[config.mk]
export PLATFORM = sky130hd
export DESIGN_NAME = mvm_mac
export DESIGN_NICKNAME = d
export VERILOG_FILES = /design/src/sv/mvm_pkg.sv /design/src/sv/mvm_mac.sv
export SDC_FILE = /design/constraint.sdc
export NUM_CORES = 1
export LEC_CHECK = 0
export BUFFER_PORTS_ARGS = -buffer_cell sky130_fd_sc_hd__buf_2
export CAP_MARGIN = 20
export CORE_MARGIN = 2
export CORE_UTILIZATION = 51
export DETAILED_ROUTE_END_ITERATION = 6
export HOLD_SLACK_MARGIN = 0.15
export PLACE_DENSITY = 0.79
export REMOVE_ABC_BUFFERS = 1
export SYNTH_ARGS = -nofsm -noshare
export SYNTH_HDL_FRONTEND = slang
export SYNTH_SLANG_ARGS = --single-unit
[constraint.sdc]
create_clock -name clk -period 6.05 [get_ports clk]
set_clock_uncertainty 0.2 [all_clocks]
set_input_delay 0.3025 -clock clk [delete_from_list [all_inputs] [get_ports clk]]
set_output_delay 0.3025 -clock clk [all_outputs]
set_load 0.03 [all_outputs]
[src/sv/mvm_pkg.sv]
// shared types and constants for the int16 matrix-vector multiply unit
package mvm_pkg;

  localparam int unsigned DATA_W     = 16;
  localparam int unsigned COL_W      = 10;
  localparam int unsigned ROW_W      = 12;
  localparam int unsigned COLS_CFG_W = 11;
  localparam int unsigned ROWS_CFG_W = 13;
  localparam int unsigned CFG_IDX_W  = 2;
  localparam int unsigned CFG_DATA_W = 13;

  localparam logic [COLS_CFG_W-1:0] MAX_COLS = 11'd1024;
  localparam logic [ROWS_CFG_W-1:0] MAX_ROWS = 13'd4096;

  typedef enum logic [CFG_IDX_W-1:0] {
    CFG_ROW_COUNT = 2'd0,
    CFG_COL_COUNT = 2'd1
  } cfg_idx_t;

  typedef enum logic {
    KIND_VECTOR = 1'b0,
    KIND_MATRIX = 1'b1
  } kind_t;

  typedef struct packed {
    logic               kind;
    logic [COL_W-1:0]   vector_index;
    logic signed [15:0] value;
  } mvm_req_t;

  typedef struct packed {
    logic signed [15:0] result_value;
    logic [ROW_W-1:0]   row_index;
    logic               last;
  } mvm_res_t;

  // control that follows a matrix element into the mac stage
  typedef struct packed {
    logic             valid;
    logic             end_row;
    logic             final_row;
    logic [ROW_W-1:0] row_index;
  } mvm_mac_ctl_t;

endpackage

[src/sv/mvm_mac.sv]
// multiply-accumulate stage: row sum and result register
module mvm_mac
  import mvm_pkg::*;
(
  input  logic              clk,
  input  logic              rst,
  input  mvm_mac_ctl_t      issue_ctl,
  input  logic [DATA_W-1:0] issue_value,
  input  logic [DATA_W-1:0] x_data,
  output mvm_mac_ctl_t      stage_ctl,
  output logic              result_valid,
  output mvm_res_t          result
);

  logic [DATA_W-1:0] stage_value;
  logic [DATA_W-1:0] row_sum;
  logic [DATA_W-1:0] row_sum_next;
  logic [DATA_W-1:0] prod;
  logic [2*DATA_W-1:0] prod_full;

  always_ff @(posedge clk) begin
    if (rst) begin
      stage_ctl <= '0;
    end else begin
      stage_ctl <= issue_ctl;
    end
  end

  always_ff @(posedge clk) begin
    if (issue_ctl.valid) begin
      stage_value <= issue_value;
    end
  end

  // wrapping product, low half only
  assign prod_full    = stage_value * x_data;
  assign prod         = prod_full[DATA_W-1:0];
  assign row_sum_next = row_sum + prod;

  always_ff @(posedge clk) begin
    if (rst) begin
      row_sum      <= '0;
      result_valid <= 1'b0;
    end else begin
      result_valid <= stage_ctl.valid && stage_ctl.end_row;
      if (stage_ctl.valid) begin
        row_sum <= stage_ctl.end_row ? '0 : row_sum_next;
      end
    end
  end

  always_ff @(posedge clk) begin
    if (stage_ctl.valid && stage_ctl.end_row) begin
      result.result_value <= row_sum_next;
      result.row_index    <= stage_ctl.row_index;
      result.last         <= stage_ctl.final_row;
    end
  end

endmodule
==> flow_summary_export.csv <==
group,metric,value,unit
sta,whs,190,ps
setup_path,r2r_cells,21,
power_and_ir_drop,total_power,4.70,mW
setup_path,crit_end,"row_sum[15]",
global_routing,grt_pass1_wl,25200,µm
setup_path,crit_slowest_cell,"fa_1",
power_and_ir_drop,vdd_ir_drop_max,0.408,mV
global_routing,grt_pass1_vias,5185,
routing,dr_wl_met3,967,µm
logic_synthesis,ys_warn_count,0,
sta,tns,0,ps
finish,layout-drive-gt1-share,14.5,%
global_routing,grtUsageTotal,22.8,%
die,rows,42,
clocking,clk_pin_slew_worst_paths,60,ps
setup_path,r2r-start,"stage_value[10]",
clocking,cts_tree,"built",
routing,postRouteAntennaNets,0,
setup_path,max_stage_delay,550,ps
die,die_area,14400,µm²
logic_synthesis,ys_ff_latch,77,
sta,setup_viol,0,
clocking,numClockSinks,77,
setup_path,cp.arrival,5850,ps
logic_synthesis,yosysUniqueCellTypes,38,
setup_path,path_class,"flip-flop to flip-flop",
finish,mostFrequentLayoutCell,"inv_1",
place,port_buffers,93,
place,gp_congestion,0.872,
setup_path,crit_path_start_kind,"flip-flop",
logic_synthesis,ys_seq_area_share,29.1,%
routing,via_per_inst,4.95,
clocking,clock-root-buffer,"clkbuf_16",
sta,slew_headroom,42.0,%
routing,wl_met1,6260,µm
setup_path,critPathMostFrequentCell,"inv_1",
die,start_util,51.9,%
finish,layout_common_cells,"171 x inv_1, 94 x fa_1, 93 x buf_2",
run_status,outcome,"finished, final reports clean",
setup_path,r2r_end,"row_sum[15]",
routing,wl_per_cell,15.3,µm
die,die_width,120,µm
place,dp_cells,942,
setup_path,path_cells,"and2_1 -> fa_1 -> inv_1 -> fa_1 -> inv_1 -> fa_1 -> inv_1 -> fa_1 -> inv_1 -> fa_1 -> inv_1 -> fa_1 -> inv_1 -> ha_1 -> a21o_1 -> a21oi_1 -> inv_1 -> a211o_1 -> a21oi_2 -> xor2_1 -> a32o_1",
logic_synthesis,synth-main-ff-cell,"edfxtp_1",
setup_path,cp-startpoint,"stage_value[10]",
routing,routed_wl,15200,µm
worst_hold_path,worst_hold_path_type,"input port to flip-flop",
global_routing,antenna_found_initial,0,
logic_synthesis,async_flop_share,0,%
logic_synthesis,syn_area_per_cell,9.97,µm²
finish,regArea,1990,µm²
logic_synthesis,netlist_area,6840,µm²
die,die_h,120,µm
setup_path,r2r_setup_slack,240,ps
sta,finalHoldViolCount,0,
logic_synthesis,netlist_instances,686,
place,place_ws,217,ps
routing,dr.first_iter.drc_count,280,
routing,top_layer,"met4",
routing,drc,0,
global_routing,grt-ovfl-total,0,
setup_path,critical_path.endpoint_type,"flip-flop",
sta,max_freq,172,MHz
sta,rsz0062_at_grt,"no",
sta,layout_setup_ws,237,ps
power_and_ir_drop,power_density,580,nW/µm²
job,cap_violations,0,
finish,area_growth,18.5,%
finish,final_cells,990,
finish,fin_nets,1004,
setup_path,cp.required,6080,ps
sta,min_period,5810,ps
clocking,htreeDepth,3,
routing,vias,4904,
clocking,clockBufferDepth,2,
die,fp.coreArea,13200,µm²
clocking,clk-insertion-delay-late,340,ps
logic_synthesis,synth_edf_count,45,
sta,worst_pin_slew,869,ps
die,pin_count,94,
sta,fin_crit_sh,96.1,%
routing,drtPass1Iterations,5,
place,dp_hpwl,11700,µm
global_routing,grt_max_degree,32,
clocking,cts_resized,0,
finish,multi_input_area,4120,µm²
sta,slew_violations,0,
power_and_ir_drop,p_leak,3.94,nW
routing,dr_wl_met2,7530,µm
clocking,numCtsBuffers,9,
setup_path,critPathMaxFanout,6,
finish,n_antenna_cell,0,
finish,fill_cells,1034,
[state kept, by name, indices dropped and copies added (netlist names)]
name and flops:
result 29, stage_ctl 15, row_sum 16, result_valid 1
stage_value 16
[how the worst min path moves through the flow]
stage | start | endpoint | slack [ps] | depth (start not counted)
finish | issue_ctl[14] | stage_value[13] | 190 | 1
floorplan | rst | row_sum[0] | 170 | 1
global route | issue_ctl[14] | stage_value[10] | 200 | 1
global placement | stage_ctl[6] | result[7] | 200 | 0
detailed placement | stage_ctl[1] | result[2] | 210 | 0
CTS | issue_ctl[14] | stage_value[9] | 190 | 1
[cell type report]
class                           instances  share of cell area, %
Multi-Input combinational cell        416                   50.8
Clock buffer                           11                   2.87
Clock inverter                          5                  0.648
Timing Repair Buffer                  134                   10.5
Tap cell                              176                   2.72
Inverter                              171                   7.92
Sequential cell                        77                   24.6
[critical path: cells and delay by family (launching register included)]
| kind | cells | cell delay (ps) |
|---|---|---|
| xor gates and xnor gates | 1 | 100 |
| adders and majority gates | 7 | 3400 |
| buffers and inverters | 7 | 380 |
| AOI/OAI and AO/OA | 5 | 970 |
| and+or+nand+nor | 1 | 190 |
| DFF | 1 | 450 |
[metal layers]
metal | vias up | track usage (%)
li1 | 2296 | -
met1 | 2394 | 28.9
met2 | 180 | 38.9
met3 | 34 | 4.71
met4 | 0 | 7.79
met5 | - | 0
[report_power, final]
part | switching, mW | internal [mW]
Clock | 0.208 | 0.317
Sequential | 0.0385 | 0.774
Combinational | 1.91 | 1.45
Total | 2.15 | 2.54
[cells in the mapped netlist (2+ instances only)]
cell type / number / area (µm²)
a21o_1: 3 / 22.5
a21oi_1: 10 / 50.1
a2bb2oi_1: 9 / 78.8
and2_1: 55 / 344
buf_1: 4 / 15.0
buf_2: 3 / 15.0
clkbuf_1: 14 / 52.6
dfxtp_1: 32 / 641
edfxtp_1: 45 / 1350
fa_1: 94 / 1880
ha_1: 52 / 651
inv_1: 171 / 642
nand2_1: 87 / 327
nand2b_1: 2 / 12.5
nand3b_1: 2 / 15.0
nand4_1: 2 / 12.5
nor2_1: 20 / 75.1
nor2b_1: 17 / 106
nor3_1: 2 / 10.0
o21a_1: 3 / 22.5
o21ai_0: 3 / 15.0
o22ai_1: 2 / 12.5
xnor2_1: 31 / 272
xor2_1: 9 / 78.8
[metrics by stage]
| stage | util (%) | instance area [µm²] |
|---|---|---|
| floorplan | - | 6750 |
| global placement | 56.9 | 7500 |
| detailed placement | 56.9 | 7500 |
| CTS | 61.3 | 8090 |
| global route | 61.4 | 8110 |
| finish | 61.4 | 8110 |
[logic make-up after synthesis]
family / Yosys count / synth area share, %
AO/OA/AOI/OAI: 39 / 4.13
XOR/XNOR: 41 / 5.45
AND/OR/NAND/NOR: 189 / 13.4
multiplexers: 1 / 0.146
flip-flops: 77 / 29.1
buffers and inverters: 193 / 10.7
adder cells (fa/ha/maj): 146 / 37.0
[repair_timing]
| item | in CTS | in global routing |
|---|---|---|
| endpoints found under the hold margin | 30 | 0 |
| buffers inserted | 0 | 2 |
| hold buffers | 30 | 0 |
| setup endpoints to repair | 0 | 1 |
Power figures use the tool's default switching activity.
